**config.mk**
```make
export PLATFORM = sky130hd
export DESIGN_NAME = nfa_regex_matcher
export DESIGN_NICKNAME = d
export VERILOG_FILES = /design/src/nrm_pkg.sv /design/src/nfa_regex_matcher.sv /design/src/nrm_queue.sv /design/src/nrm_front.sv /design/src/nrm_back.sv
export VERILOG_INCLUDE_DIRS = /design/src /design/src/src
export SDC_FILE = /design/constraint.sdc
export NUM_CORES = 2
export LEC_CHECK = 0
export ABC_AREA = 0
export BUFFER_PORTS_ARGS = -buffer_cell sky130_fd_sc_hd__buf_2
export CORE_MARGIN = 3
export CORE_UTILIZATION = 25
export DETAILED_ROUTE_END_ITERATION = 7
export GPL_ROUTABILITY_DRIVEN = 0
export SYNTH_ARGS = -nofsm -noshare
export SYNTH_HDL_FRONTEND = slang
export SYNTH_HIERARCHICAL = 1
export SYNTH_SLANG_ARGS = --single-unit
```
**constraint.sdc**
```tcl
create_clock -name clk_i -period 4.53 [get_ports clk_i]
set_clock_uncertainty 0.05 [all_clocks]
set_input_delay 0.2265 -clock clk_i [delete_from_list [all_inputs] [get_ports clk_i]]
set_output_delay 0.2265 -clock clk_i [all_outputs]
set_load 0.01 [all_outputs]
```
**src/nfa_regex_matcher_macros.svh**
```systemverilog
// ----------------------------------------------------------------------------
// nfa_regex_matcher_macros : assertion macros for the NFA matcher
// Concurrent checks on clk_i, quiet while rst_ni is low.
// ----------------------------------------------------------------------------
`ifndef NFA_REGEX_MATCHER_MACROS_SVH
`define NFA_REGEX_MATCHER_MACROS_SVH

`ifndef NO_ASSERTIONS

// Property that must hold at every clock edge out of reset
`define NRM_ASSERT(label, prop, msg) \
  label: assert property (@(posedge clk_i) disable iff (!rst_ni) (prop)) \
    else $error(msg);

// Implication checked in the cycle after the antecedent
`define NRM_ASSERT_NEXT(label, ante, cons, msg) \
  label: assert property (@(posedge clk_i) disable iff (!rst_ni) (ante) |=> (cons)) \
    else $error(msg);

`else

`define NRM_ASSERT(label, prop, msg)
`define NRM_ASSERT_NEXT(label, ante, cons, msg)

`endif

`endif

```
**src/nrm_pkg.sv**
```systemverilog
// ----------------------------------------------------------------------------
// nrm_pkg : shared types and constants of the NFA matcher
// Payload structs, command encoding, sizing constants and the state decoder.
// ----------------------------------------------------------------------------
`default_nettype none

package nrm_pkg;

  // Sizing
  localparam int unsigned MAX_STATES      = 64;
  localparam int unsigned MAX_TRANSITIONS = 128;
  localparam int unsigned QUEUE_DEPTH     = 2;

  // Fixed field widths
  localparam int unsigned STATE_W = 6;
  localparam int unsigned INDEX_W = 7;
  localparam int unsigned SYM_W   = 8;
  localparam int unsigned COUNT_W = 8;

  // Derived widths
  localparam int unsigned TAB_ADDR_W = (MAX_TRANSITIONS > 1) ? $clog2(MAX_TRANSITIONS) : 1;
  localparam int unsigned SCAN_W     = $clog2(MAX_TRANSITIONS + 1);
  localparam int unsigned QPTR_W     = (QUEUE_DEPTH > 1) ? $clog2(QUEUE_DEPTH) : 1;
  localparam int unsigned QCNT_W     = $clog2(QUEUE_DEPTH + 1);

  // Configuration port
  localparam int unsigned CFG_ADDR_W = 4;
  localparam int unsigned CFG_DATA_W = 32;
  localparam logic [1:0]  REG_START  = 2'd0;
  localparam logic [1:0]  REG_ACCEPT = 2'd1;
  localparam logic [1:0]  REG_IN_USE = 2'd2;

  // Input opcodes
  localparam logic [1:0] OP_LOAD    = 2'd0;
  localparam logic [1:0] OP_BEGIN   = 2'd1;
  localparam logic [1:0] OP_CONSUME = 2'd2;

  typedef logic [MAX_STATES-1:0] state_set_t;

  typedef enum logic [1:0] {
    CMD_LOAD,
    CMD_BEGIN,
    CMD_CONSUME
  } cmd_kind_e;

  typedef struct packed {
    logic [1:0]         opcode;
    logic [INDEX_W-1:0] entry_index;
    logic [STATE_W-1:0] from_state;
    logic [STATE_W-1:0] to_state;
    logic [SYM_W-1:0]   symbol_byte;
    logic               is_epsilon;
    logic               last_symbol;
  } in_t;

  typedef struct packed {
    logic accepted;
    logic final_res;
  } out_t;

  typedef struct packed {
    cmd_kind_e             kind;
    logic [TAB_ADDR_W-1:0] entry_index;
    logic [STATE_W-1:0]    from_state;
    logic [STATE_W-1:0]    to_state;
    logic [SYM_W-1:0]      symbol_byte;
    logic                  is_epsilon;
    logic                  last_symbol;
  } cmd_t;

  typedef struct packed {
    logic [STATE_W-1:0] from_state;
    logic [STATE_W-1:0] to_state;
    logic [SYM_W-1:0]   symbol_byte;
    logic               is_epsilon;
  } entry_t;

  typedef struct packed {
    logic [STATE_W-1:0] start_state;
    logic [STATE_W-1:0] accept_state;
    logic [COUNT_W-1:0] transitions_in_use;
  } cfg_t;

  // One-hot set bit of a state; empty for a state beyond MAX_STATES
  function automatic state_set_t state_bit(input logic [STATE_W-1:0] s);
    state_set_t res;
    for (int unsigned j = 0; j < MAX_STATES; j++) begin
      res[j] = (32'(s) == j);
    end
    return res;
  endfunction

endpackage

`default_nettype wire

```
**src/nfa_regex_matcher.sv**
```systemverilog
// ----------------------------------------------------------------------------
// nfa_regex_matcher : Thompson NFA simulation with epsilon closure
// Loads a transition table, then runs the active state set over a text one
// character per transaction and reports whether the accept state is active.
// ----------------------------------------------------------------------------
//
//  Channel   Signals                          Moves
//  -------   ------------------------------   ------------------------------
//  input     in_valid_i / in_ready_o          load, begin or consume command
//  output    out_valid_o / out_ready_i        accepted flag and end-of-text
//  config    psel/penable/pwrite/paddr/...    start, accept, entries in use
//
//  A table pass reads the n entries in use in turn, paced by the single
//  read port of the transition table. A begin takes p closure passes, a
//  consume one character pass plus p closure passes (p >= 1, one more than
//  the passes that still grow the set); a load writes one entry. Reset
//  clears the active set and the registers; the table holds nothing valid
//  until loaded. A two-entry command queue keeps accepting while a scan
//  runs, and the result register holds one result.
//
`default_nettype none

`include "nfa_regex_matcher_macros.svh"

module nfa_regex_matcher (
  input  wire logic                            clk_i,
  input  wire logic                            rst_ni,
  input  wire logic                            in_valid_i,
  output logic                                 in_ready_o,
  input  nrm_pkg::in_t                         in_data_i,
  output logic                                 out_valid_o,
  input  wire logic                            out_ready_i,
  output nrm_pkg::out_t                        out_data_o,
  input  wire logic                            psel,
  input  wire logic                            penable,
  input  wire logic                            pwrite,
  input  wire logic [nrm_pkg::CFG_ADDR_W-1:0]  paddr,
  input  wire logic [nrm_pkg::CFG_DATA_W-1:0]  pwdata,
  output logic      [nrm_pkg::CFG_DATA_W-1:0]  prdata,
  output logic                                 pready
);

  nrm_pkg::cfg_t cfg_q;
  logic          cfg_we;
  logic          push, q_full, q_empty, pop;
  nrm_pkg::cmd_t push_cmd, pop_cmd;

  // Configuration registers
  assign pready = 1'b1;
  assign cfg_we = psel && penable && pwrite && pready;

  always_ff @(posedge clk_i or negedge rst_ni) begin
    if (!rst_ni) begin
      cfg_q.start_state        <= '0;
      cfg_q.accept_state       <= nrm_pkg::STATE_W'(1);
      cfg_q.transitions_in_use <= '0;
    end else if (cfg_we) begin
      unique case (paddr[3:2])
        nrm_pkg::REG_START:  cfg_q.start_state        <= pwdata[nrm_pkg::STATE_W-1:0];
        nrm_pkg::REG_ACCEPT: cfg_q.accept_state       <= pwdata[nrm_pkg::STATE_W-1:0];
        nrm_pkg::REG_IN_USE: cfg_q.transitions_in_use <= pwdata[nrm_pkg::COUNT_W-1:0];
        default: begin
        end
      endcase
    end
  end

  // Register read back
  always_comb begin
    prdata = '0;
    unique case (paddr[3:2])
      nrm_pkg::REG_START:  prdata = nrm_pkg::CFG_DATA_W'(cfg_q.start_state);
      nrm_pkg::REG_ACCEPT: prdata = nrm_pkg::CFG_DATA_W'(cfg_q.accept_state);
      nrm_pkg::REG_IN_USE: prdata = nrm_pkg::CFG_DATA_W'(cfg_q.transitions_in_use);
      default:             prdata = '0;
    endcase
  end

  nrm_front u_front (
    .in_valid_i (in_valid_i),
    .in_ready_o (in_ready_o),
    .in_data_i  (in_data_i),
    .push_o     (push),
    .push_cmd_o (push_cmd),
    .full_i     (q_full)
  );

  nrm_queue u_queue (
    .clk_i      (clk_i),
    .rst_ni     (rst_ni),
    .push_i     (push),
    .push_cmd_i (push_cmd),
    .full_o     (q_full),
    .pop_i      (pop),
    .pop_cmd_o  (pop_cmd),
    .empty_o    (q_empty)
  );

  nrm_back u_back (
    .clk_i       (clk_i),
    .rst_ni      (rst_ni),
    .cfg_i       (cfg_q),
    .cmd_valid_i (!q_empty),
    .cmd_i       (pop_cmd),
    .pop_o       (pop),
    .out_valid_o (out_valid_o),
    .out_ready_i (out_ready_i),
    .out_data_o  (out_data_o)
  );

  // Checks on the queue between front and back
  `NRM_ASSERT(a_no_push_when_full, !(push && q_full), "command pushed into a full queue")
  `NRM_ASSERT(a_no_pop_when_empty, !(pop && q_empty), "command popped from an empty queue")
  `NRM_ASSERT_NEXT(a_push_fills, push && !pop, !q_empty, "queue empty after a push")

endmodule

`default_nettype wire

```
**src/nrm_queue.sv**
```systemverilog
// ----------------------------------------------------------------------------
// nrm_queue : command queue between front and back
// Small FIFO of decoded commands; lets either side stall on its own.
// ----------------------------------------------------------------------------
`default_nettype none

module nrm_queue (
  input  wire logic          clk_i,
  input  wire logic          rst_ni,
  input  wire logic          push_i,
  input  nrm_pkg::cmd_t      push_cmd_i,
  output logic               full_o,
  input  wire logic          pop_i,
  output nrm_pkg::cmd_t      pop_cmd_o,
  output logic               empty_o
);

  localparam int unsigned DEPTH = nrm_pkg::QUEUE_DEPTH;
  localparam int unsigned PW    = nrm_pkg::QPTR_W;
  localparam int unsigned CW    = nrm_pkg::QCNT_W;

  nrm_pkg::cmd_t slot_q [DEPTH];
  logic [PW-1:0] wr_ptr_q, rd_ptr_q;
  logic [CW-1:0] count_q;
  logic          do_push, do_pop;

  assign full_o    = (count_q == CW'(DEPTH));
  assign empty_o   = (count_q == '0);
  assign pop_cmd_o = slot_q[rd_ptr_q];
  assign do_push   = push_i && !full_o;
  assign do_pop    = pop_i && !empty_o;

  // Store pushed commands
  always_ff @(posedge clk_i) begin
    if (do_push) begin
      slot_q[wr_ptr_q] <= push_cmd_i;
    end
  end

  // Advance pointers and occupancy
  always_ff @(posedge clk_i or negedge rst_ni) begin
    if (!rst_ni) begin
      wr_ptr_q <= '0;
      rd_ptr_q <= '0;
      count_q  <= '0;
    end else begin
      if (do_push) begin
        wr_ptr_q <= (wr_ptr_q == PW'(DEPTH - 1)) ? '0 : wr_ptr_q + PW'(1);
      end
      if (do_pop) begin
        rd_ptr_q <= (rd_ptr_q == PW'(DEPTH - 1)) ? '0 : rd_ptr_q + PW'(1);
      end
      if (do_push && !do_pop) begin
        count_q <= count_q + CW'(1);
      end else if (do_pop && !do_push) begin
        count_q <= count_q - CW'(1);
      end
    end
  end

endmodule

`default_nettype wire

```
**src/nrm_front.sv**
```systemverilog
// ----------------------------------------------------------------------------
// nrm_front : input side of the NFA matcher
// Accepts input transactions, decodes the opcode and queues commands.
// ----------------------------------------------------------------------------
`default_nettype none

module nrm_front (
  input  wire logic     in_valid_i,
  output logic          in_ready_o,
  input  nrm_pkg::in_t  in_data_i,
  output logic          push_o,
  output nrm_pkg::cmd_t push_cmd_o,
  input  wire logic     full_i
);

  localparam int unsigned AW = nrm_pkg::TAB_ADDR_W;

  logic keep;
  logic slot_ok;

  assign in_ready_o = !full_i;
  assign slot_ok    = (32'(in_data_i.entry_index) < nrm_pkg::MAX_TRANSITIONS);

  // Classify: drop unused opcodes and loads outside the table
  always_comb begin
    keep                   = 1'b0;
    push_cmd_o.kind        = nrm_pkg::CMD_LOAD;
    push_cmd_o.entry_index = AW'(in_data_i.entry_index);
    push_cmd_o.from_state  = in_data_i.from_state;
    push_cmd_o.to_state    = in_data_i.to_state;
    push_cmd_o.symbol_byte = in_data_i.symbol_byte;
    push_cmd_o.is_epsilon  = in_data_i.is_epsilon;
    push_cmd_o.last_symbol = in_data_i.last_symbol;
    unique case (in_data_i.opcode)
      nrm_pkg::OP_LOAD: begin
        keep            = slot_ok;
        push_cmd_o.kind = nrm_pkg::CMD_LOAD;
      end
      nrm_pkg::OP_BEGIN: begin
        keep            = 1'b1;
        push_cmd_o.kind = nrm_pkg::CMD_BEGIN;
      end
      nrm_pkg::OP_CONSUME: begin
        keep            = 1'b1;
        push_cmd_o.kind = nrm_pkg::CMD_CONSUME;
      end
      default: begin
        keep = 1'b0;
      end
    endcase
  end

  assign push_o = in_valid_i && in_ready_o && keep;

endmodule

`default_nettype wire

```
**src/nrm_back.sv**
```systemverilog
// ----------------------------------------------------------------------------
// nrm_back : execution side of the NFA matcher
// Holds the transition table and the active set; scans the table one entry
// a cycle for the character step and for each epsilon-closure pass.
// ----------------------------------------------------------------------------
`default_nettype none

module nrm_back (
  input  wire logic     clk_i,
  input  wire logic     rst_ni,
  input  nrm_pkg::cfg_t cfg_i,
  input  wire logic     cmd_valid_i,
  input  nrm_pkg::cmd_t cmd_i,
  output logic          pop_o,
  output logic          out_valid_o,
  input  wire logic     out_ready_i,
  output nrm_pkg::out_t out_data_o
);

  localparam int unsigned AW = nrm_pkg::TAB_ADDR_W;
  localparam int unsigned SW = nrm_pkg::SCAN_W;

  typedef enum logic [1:0] {
    ST_IDLE,
    ST_SCAN,
    ST_DONE
  } state_e;

  state_e                         state_q;
  logic                           eps_phase_q;
  logic [SW-1:0]                  addr_q;
  logic                           rd_vld_q, rd_last_q;
  logic                           grew_q;
  nrm_pkg::state_set_t            work_q, active_q;
  logic [nrm_pkg::SYM_W-1:0]      sym_q;
  logic                           last_q;
  logic                           out_valid_q;
  nrm_pkg::out_t                  out_q;

  nrm_pkg::entry_t                mem_q [nrm_pkg::MAX_TRANSITIONS];
  nrm_pkg::entry_t                rd_q;
  nrm_pkg::entry_t                wr_entry;

  logic [SW-1:0]                  n_lim;
  logic [SW-1:0]                  next_addr;
  logic                           rd_en, mem_we;
  nrm_pkg::state_set_t            src_bit, dst_bit, work_upd;
  logic                           char_hit, eps_hit, pass_end, grew_now, out_free;

  // Scan count, saturated at the table depth
  assign n_lim = (32'(cfg_i.transitions_in_use) > nrm_pkg::MAX_TRANSITIONS)
                 ? SW'(nrm_pkg::MAX_TRANSITIONS) : SW'(cfg_i.transitions_in_use);

  assign pop_o     = (state_q == ST_IDLE) && cmd_valid_i;
  assign mem_we    = pop_o && (cmd_i.kind == nrm_pkg::CMD_LOAD);
  assign rd_en     = (state_q == ST_SCAN) && (addr_q < n_lim);
  assign next_addr = addr_q + SW'(1);

  assign wr_entry.from_state  = cmd_i.from_state;
  assign wr_entry.to_state    = cmd_i.to_state;
  assign wr_entry.symbol_byte = cmd_i.symbol_byte;
  assign wr_entry.is_epsilon  = cmd_i.is_epsilon;

  // Transition table: one write port, one registered read port
  always_ff @(posedge clk_i) begin
    if (mem_we) begin
      mem_q[cmd_i.entry_index] <= wr_entry;
    end
    if (rd_en) begin
      rd_q <= mem_q[addr_q[AW-1:0]];
    end
  end

  // Evaluate the entry that has just been read
  always_comb begin
    src_bit  = nrm_pkg::state_bit(rd_q.from_state);
    dst_bit  = nrm_pkg::state_bit(rd_q.to_state);
    char_hit = rd_vld_q && !rd_q.is_epsilon && (rd_q.symbol_byte == sym_q)
               && |(src_bit & active_q);
    eps_hit  = rd_vld_q && rd_q.is_epsilon && |(src_bit & work_q)
               && |dst_bit && !(|(dst_bit & work_q));
    work_upd = work_q;
    if (eps_phase_q ? eps_hit : char_hit) begin
      work_upd = work_q | dst_bit;
    end
    grew_now = grew_q || eps_hit;
    pass_end = (n_lim == '0) || (rd_vld_q && rd_last_q);
    out_free = !out_valid_q || out_ready_i;
  end

  // Sequencer and result register
  always_ff @(posedge clk_i or negedge rst_ni) begin
    if (!rst_ni) begin
      state_q     <= ST_IDLE;
      eps_phase_q <= 1'b0;
      addr_q      <= '0;
      rd_vld_q    <= 1'b0;
      rd_last_q   <= 1'b0;
      grew_q      <= 1'b0;
      work_q      <= '0;
      active_q    <= '0;
      sym_q       <= '0;
      last_q      <= 1'b0;
      out_valid_q <= 1'b0;
      out_q       <= '0;
    end else begin
      rd_vld_q  <= rd_en;
      rd_last_q <= rd_en && (next_addr == n_lim);
      // Load a fresh result, or drop the one just taken
      if ((state_q == ST_DONE) && out_free) begin
        out_valid_q <= 1'b1;
      end else if (out_ready_i) begin
        out_valid_q <= 1'b0;
      end
      unique case (state_q)
        ST_IDLE: begin
          if (pop_o) begin
            addr_q <= '0;
            grew_q <= 1'b0;
            sym_q  <= cmd_i.symbol_byte;
            last_q <= cmd_i.last_symbol;
            case (cmd_i.kind)
              nrm_pkg::CMD_BEGIN: begin
                work_q      <= nrm_pkg::state_bit(cfg_i.start_state);
                eps_phase_q <= 1'b1;
                state_q     <= ST_SCAN;
              end
              nrm_pkg::CMD_CONSUME: begin
                work_q      <= '0;
                eps_phase_q <= 1'b0;
                state_q     <= ST_SCAN;
              end
              default: begin
                state_q <= ST_IDLE;
              end
            endcase
          end
        end
        ST_SCAN: begin
          work_q <= work_upd;
          // Close a pass: go on to closure, repeat it, or finish
          if (pass_end) begin
            addr_q <= '0;
            grew_q <= 1'b0;
            if (!eps_phase_q) begin
              eps_phase_q <= 1'b1;
            end else if (!grew_now) begin
              state_q <= ST_DONE;
            end
          end else begin
            if (rd_en) begin
              addr_q <= next_addr;
            end
            if (eps_phase_q) begin
              grew_q <= grew_now;
            end
          end
        end
        ST_DONE: begin
          if (out_free) begin
            out_q.accepted    <= |(work_q & nrm_pkg::state_bit(cfg_i.accept_state));
            out_q.final_res   <= last_q;
            active_q          <= work_q;
            state_q           <= ST_IDLE;
          end
        end
        default: begin
          state_q <= ST_IDLE;
        end
      endcase
    end
  end

  assign out_valid_o = out_valid_q;
  assign out_data_o  = out_q;

endmodule

`default_nettype wire
```
# Word-level counts from Yosys, hierarchy flattened
# Memories as Yosys holds them, arrays and structs flattened. A register that Yosys moved wholly into a read port is not among the register bits.
# Cells that the tools add are included.
# word_totals
reg_bits	178
inputBits	74
memories	2
out_inout_bits	37
ram_bits	2750
# op_classes
n_mux	38
magnitude_cmp	2
n_bitwise	5
n_eq_ne	272
reduce_logical	61
add_sub_neg	5
# memory_table
name	words	word_bits	read_ports	rd_clocked_by_memory_dff	write_ports	line_no	rtl
u_back.mem_q	128	21	1	1	1	nrm_back.sv:40	nrm_pkg::entry_t mem_q [nrm_pkg::MAX_TRANSITIONS];
u_queue.slot_q	2	31	1	0	1	nrm_queue.sv:22	nrm_pkg::cmd_t slot_q [DEPTH];
# op_table
op	count
== test 6 bit (second input constant)	128
== test 6 x 5 -> 1 bit (second input constant)	64
OR reduction 64 bit	5
AND 64 bit	4
case mux 64 bit (2 select lines)	2
== test 6 x 4 -> 1 bit (second input constant)	32
2-to-1 mux 64 bit	2
== test 6 x 3 -> 1 bit (second input constant)	16
OR 64 bit	1
== test 6 x 2 -> 1 bit (second input constant)	8
2-to-1 mux 8 bit	4
== test 6 x 1 -> 1 bit (second input constant)	4
logical NOT 6 bit	4
case mux 8 bit (3 select lines)	1
logical AND 1 bit	21
== test 8 bit	2
2-to-1 mux 1 bit	16
case mux 8 bit (2 select lines)	1
2-to-1 mux 2 bit	7
== test 2 bit (second input constant)	5
logical NOT 2 bit	5
AND reduction 2 bit	5
adder 8 x 1 -> 8 bit (second input constant)	1
== test 2 x 1 -> 1 bit (second input constant)	4
other kinds (21)	41

# Longest topological paths before layout
# depth
ltp_word	11
mapped_depth	16
mapped_depth_nobuf	10

# Hierarchy
# The synthesis kept the hierarchy.
# by_module_without_submodules
module	instances	cells_each	area_each_um2	seq_area_each_um2
nrm_back	1	5787	114979.0	85201.7
nrm_queue	1	116	2587.5	1961.9
nfa_regex_matcher	1	96	1148.6	501.7
nrm_front	1	34	249.0	0.0

# Worst setup path after synthesis
# Ideal clock, no wire load.
# synth_timing
path_type	register to register
start	reg u_back.addr_q[0]
end	reg u_back/rd_q[0] (netlist name)
stages_incl_launch_ff	16
t_arrival_ns	3.228
period_less_slack_ns	3.678
n_path_buf	7
slack_ns	0.852
required_time_ns	4.080
setup_ns	0.400
path_cell_list	dfrtp_1 buf_2 buf_2 buf_4 buf_6 buf_4 buf_4 inv_1 ha_1 nor2b_1 o21a_1 o21ai_0 a211o_1 o21ai_0 clkbuf_1 nor2_1
# synth_via
elab_chain_cells	2
# synth_lines
item	line_no	rtl
start, declared	nrm_back.sv:31	logic [SW-1:0] addr_q;
start signal, assigned	nrm_back.sv:152	addr_q <= next_addr;
less-than comparator 8 bit	nrm_back.sv:56	assign rd_en = (state_q == ST_SCAN) && (addr_q < n_lim);
logical AND 1 bit	nrm_back.sv:56	
net u_back.rd_en	nrm_back.sv:46	logic rd_en, mem_we;
# The timed path passes the listed nets, and every way through them passes these cells.
# A chain may end at the register's enable or synchronous reset.

# Worst setup path in the final report
# layout_timing
start	reg u_back/rd_q[15] (netlist name)
end	reg u_back.work_q[45]
# layout_via
elab_chain_cells	9
word_cells_on_any_way	75
# layout_lines
item	line_no	rtl
== test 6 x 1 -> 1 bit (tied with other cells)	nrm_pkg.sv:88	res[j] = (32'(s) == j);
AND 64 bit	nrm_back.sv:80	eps_hit = rd_vld_q && rd_q.is_epsilon && |(src_bit & work_q)
OR reduction 64 bit	nrm_back.sv:80	
logical AND 1 bit	nrm_back.sv:80	
logical AND 1 bit (2 in series)	nrm_back.sv:81	&& |dst_bit && !(|(dst_bit & work_q));
2-to-1 mux 1 bit *	nrm_back.sv:83	if (eps_phase_q ? eps_hit : char_hit) begin
!= test 2 bit (no source line) *	-	
AND reduction 4 bit (no source line) *	-	
end signal, assigned	nrm_back.sv:124	work_q <= nrm_pkg::state_bit(cfg_i.start_state);
end signal, assigned	nrm_back.sv:140	work_q <= work_upd;
end, declared	nrm_back.sv:34	nrm_pkg::state_set_t work_q, active_q;
# Every way passes the cells marked *; elsewhere a longest branch is shown, timed or not.

==> flow_metrics.tcl <==
set metrics [dict create \
    grt_util_all_layers_pct 13.2 \
    vias_after_detailed_routing 63600 \
    tritoncts "yes" \
    period_needed_ps 4050 \
    synth_top_cells_by_area "sky130_fd_sc_hd__edfxtp_1, sky130_fd_sc_hd__mux4_2, sky130_fd_sc_hd__dfrtp_1, sky130_fd_sc_hd__mux2i_1, sky130_fd_sc_hd__mux2_2" \
    achievable-frequency_mhz 247 \
    mostFrequentLayoutCell "sky130_fd_sc_hd__edfxtp_1" \
    antenna_left 0 \
    critical_path_endpoint_category "flip-flop" \
    grt_overflow 0 \
    timing.critical_path.from "u_back/rd_q[15]" \
    postSynthCellCount 6033 \
    first_pass_iters 7 \
    seqPwrFrac_pct 44.0 \
    power_share_of_the_clock_group_pct 30.9 \
    clock_sinks 2949 \
    slew-limit-headroom_pct 9.72 \
    cts_buffers 318 \
    mappedNetlistArea_um2 119000 \
    width_of_the_die_um 696 \
    yosys_warnings 6 \
    clock_insertion_delay_worst_skew_ps 960 \
    maxSlewViolCount 0 \
    grt_setup_unrepaired "false" \
    nNetsFinal 6494 \
    root_buffer "sky130_fd_sc_hd__clkbuf_16" \
    wire_length_of_the_first_global_routing_pass_um 466000 \
    synth_sequential_area_ratio_pct 73.7 \
    detail_route.wirelength_um 328000 \
    detailedPlace.worstSlack_ps 605 \
    die-height_um 696 \
    pin_count 111 \
    holdPathStages 3 \
    synth-edff-count 2771 \
    number_of_cells_on_the_worst_reg_to_reg_path 9 \
    setup_slack_ps 479 \
    synth-seq-cells 2949 \
    critical_path_arrival_ps 4830 \
    clk_pin_slew_ps 60 \
    cp.required_ps 5310 \
    critical_path_class "reg -> reg" \
    min_period_over_period_pct 89.4 \
    power.share.combinational_pct 25.1 \
    layout.cells.most_common_list "sky130_fd_sc_hd__edfxtp_1, sky130_fd_sc_hd__mux4_2, sky130_fd_sc_hd__clkbuf_16, sky130_fd_sc_hd__buf_4, sky130_fd_sc_hd__mux2i_1" \
    timing_worst_slew_pin_value_ps 1350 \
    synth_top_area_share_pct 69.9 \
    cellPowerDensity_nw_per_um2 564 \
    number_of_distinct_library_cells_after_synthesis 83 \
    reg2reg_start "u_back/rd_q[15]" \
    route.detailed.vias_per_inst 4.94 \
    post-cts-setup-buffers 0 \
    grt_start_max_net_pins 130 \
    worst_setup_path_start_kind "flip-flop" \
    die_area_um2 484000 \
    place.detailed.hpwl_um 188000 \
    power.internal_mw 54.9 \
    net-switching-power_mw 23.6 \
    async_flop_share_pct 6.04 \
    hp-class "in -> reg" \
    cts.htree.levels 5 \
    floorplan.initialDensity_pct 25.2 \
    flow.area_growth_from_synthesis_pct 17.0 \
    cts_buffer_depth 4 \
    cts_resized 0 \
    hp-start "pwdata[0]" \
    grt_antenna_before_repair 17 \
    fin_tns_setup_ps 0 \
    synthesis.area_per_instance_um2 19.7 \
    outcome "finished clean" \
    vdd_ir_drop_max_v 0.000576 \
    leakage_power_summed_over_all_cells_nw 42.9 \
    drv_cap 0 \
    drive_above_1_share_pct 27.5 \
    routed_wire_length_per_instance_um 25.4 \
    final-hold-violation-count 0 \
    finalCoreUtilization_pct 29.4 \
    drcViolationCount 0 \
    worst-path-max-fanout 64 \
    drt_iter0_drc 8300 \
    grt_pass1_vias 63800 \
    swShare_pct 30.1 \
    post-synth-top-area-cell "sky130_fd_sc_hd__edfxtp_1" \
    port_buffers 59 \
    synth_ff_type "sky130_fd_sc_hd__edfxtp_1" \
    design.core.area_um2 473000 \
    final-setup-viol-count 0 \
    floorplan.rows 252 \
]
## sequential cells by signal, indices dropped and copies added, names as in the netlist
| name | count |
|---|---|
| u_back/work_q | 64 |
| u_back/out_data_o | 2 |
| u_back/last_q | 1 |
| u_queue/rd_ptr_q | 1 |
| u_back/state_q | 2 |
| u_back/rd_q | 21 |
| u_queue/slot_q | 62 |
| u_back/eps_phase_q | 1 |
| cfg_q | 20 |
| u_back/grew_q | 1 |
| u_back/mem_q | 2688 |
| u_back/active_q | 64 |
| u_queue/wr_ptr_q | 1 |
| u_back/sym_q | 8 |
| u_back/rd_last_q | 1 |
| u_back/addr_q | 8 |
| u_back/out_valid_o | 1 |
| u_back/rd_vld_q | 1 |
| u_queue/count_q | 2 |
## cells by family after synthesis
group / synth area share, %
flip-flops: 73.7
multiplexers: 16.7
AND/OR/NAND/NOR: 3.21
AO/OA/AOI/OAI: 4.09
buffers and inverters: 1.96
XOR/XNOR: 0.191
adder cells (fa/ha/maj): 0.137
other: 0.00631
## final cells by class
cell class              count  area, um2
fillers                 45500     333000
well taps                6223       7790
diodes                     12       30.0
flip-flops and latches   2949      87700
clock inverters           157       1220
clock buffers             393       8410
inverters                  23       93.8
repair buffers            481       4470
multi-input cells        2634      29500
## what timing repair did
item                       in CTS  in global routing
setup endpoints to repair       0                  0
hold endpoints to repair      207                  0
hold buffers                   86                  0
## synthesized netlist by cell type (98+ instances only)
cell	number
sky130_fd_sc_hd__o21ai_0	139
sky130_fd_sc_hd__dfrtp_1	177
sky130_fd_sc_hd__edfxtp_1	2771
sky130_fd_sc_hd__buf_2	98
sky130_fd_sc_hd__nor2_1	299
sky130_fd_sc_hd__mux2_2	120
sky130_fd_sc_hd__clkbuf_1	218
sky130_fd_sc_hd__mux2i_1	228
sky130_fd_sc_hd__o221ai_1	100
sky130_fd_sc_hd__nand3_1	114
sky130_fd_sc_hd__mux4_2	698
sky130_fd_sc_hd__nand2_1	109
## per-stage QoR
stage	hold WS (ps)	std cells	power, mW	cell area, um2
global placement	342	12200	54.2	129000
CTS	33.6	12900	79.0	139000
finish	99.2	12900	78.5	139000
floorplan	-119	6056	46.9	119000
detailed placement	352	12200	54.8	129000
global route	61.8	12900	81.3	139000
## layer usage
layer / GRT usage, % / vias up / wire length, um
met2: 21.9 / 3102 / 160000
met1: 17.2 / 33900 / 129000
met5: 0 / - / 26
met3: 2.69 / 679 / 27800
met4: 4.18 / 4 / 11300
li1: - / 25900 / -
## path summary, 6_finish.rpt
kind                                       endpoint  slack, ps
worst max-delay path              u_back/work_q[45]        480
worst min-delay path                       cfg_q[8]        100
worst max register to register    u_back/work_q[45]        480
worst min register to register  u_back/active_q[33]        450
max in group asynchronous         u_back/work_q[21]       3450
min in group asynchronous                  cfg_q[8]        420
## worst max-delay path, stage by stage (launching register included)
cell and delay (ps):
sky130_fd_sc_hd__edfxtp_1 1030, sky130_fd_sc_hd__buf_4 370, sky130_fd_sc_hd__nor2b_1 610, sky130_fd_sc_hd__a22oi_1 140
sky130_fd_sc_hd__a2111oi_0 750, sky130_fd_sc_hd__nor4_1 100, sky130_fd_sc_hd__nand4_1 190, sky130_fd_sc_hd__buf_12 300
sky130_fd_sc_hd__o211ai_1 160, sky130_fd_sc_hd__nand3_1 130
## power by group through the flow
stage,sequential (mW),combinational (mW),clock [mW]
final,34.5,19.7,24.3
after floorplan,34.3,12.6,0
after detailed placement,35.1,19.7,0
after global routing,34.6,20.8,25.8
after global placement,35.0,19.2,0
after CTS,34.5,19.8,24.7
Note: power is estimated with default switching activity, not from simulation.
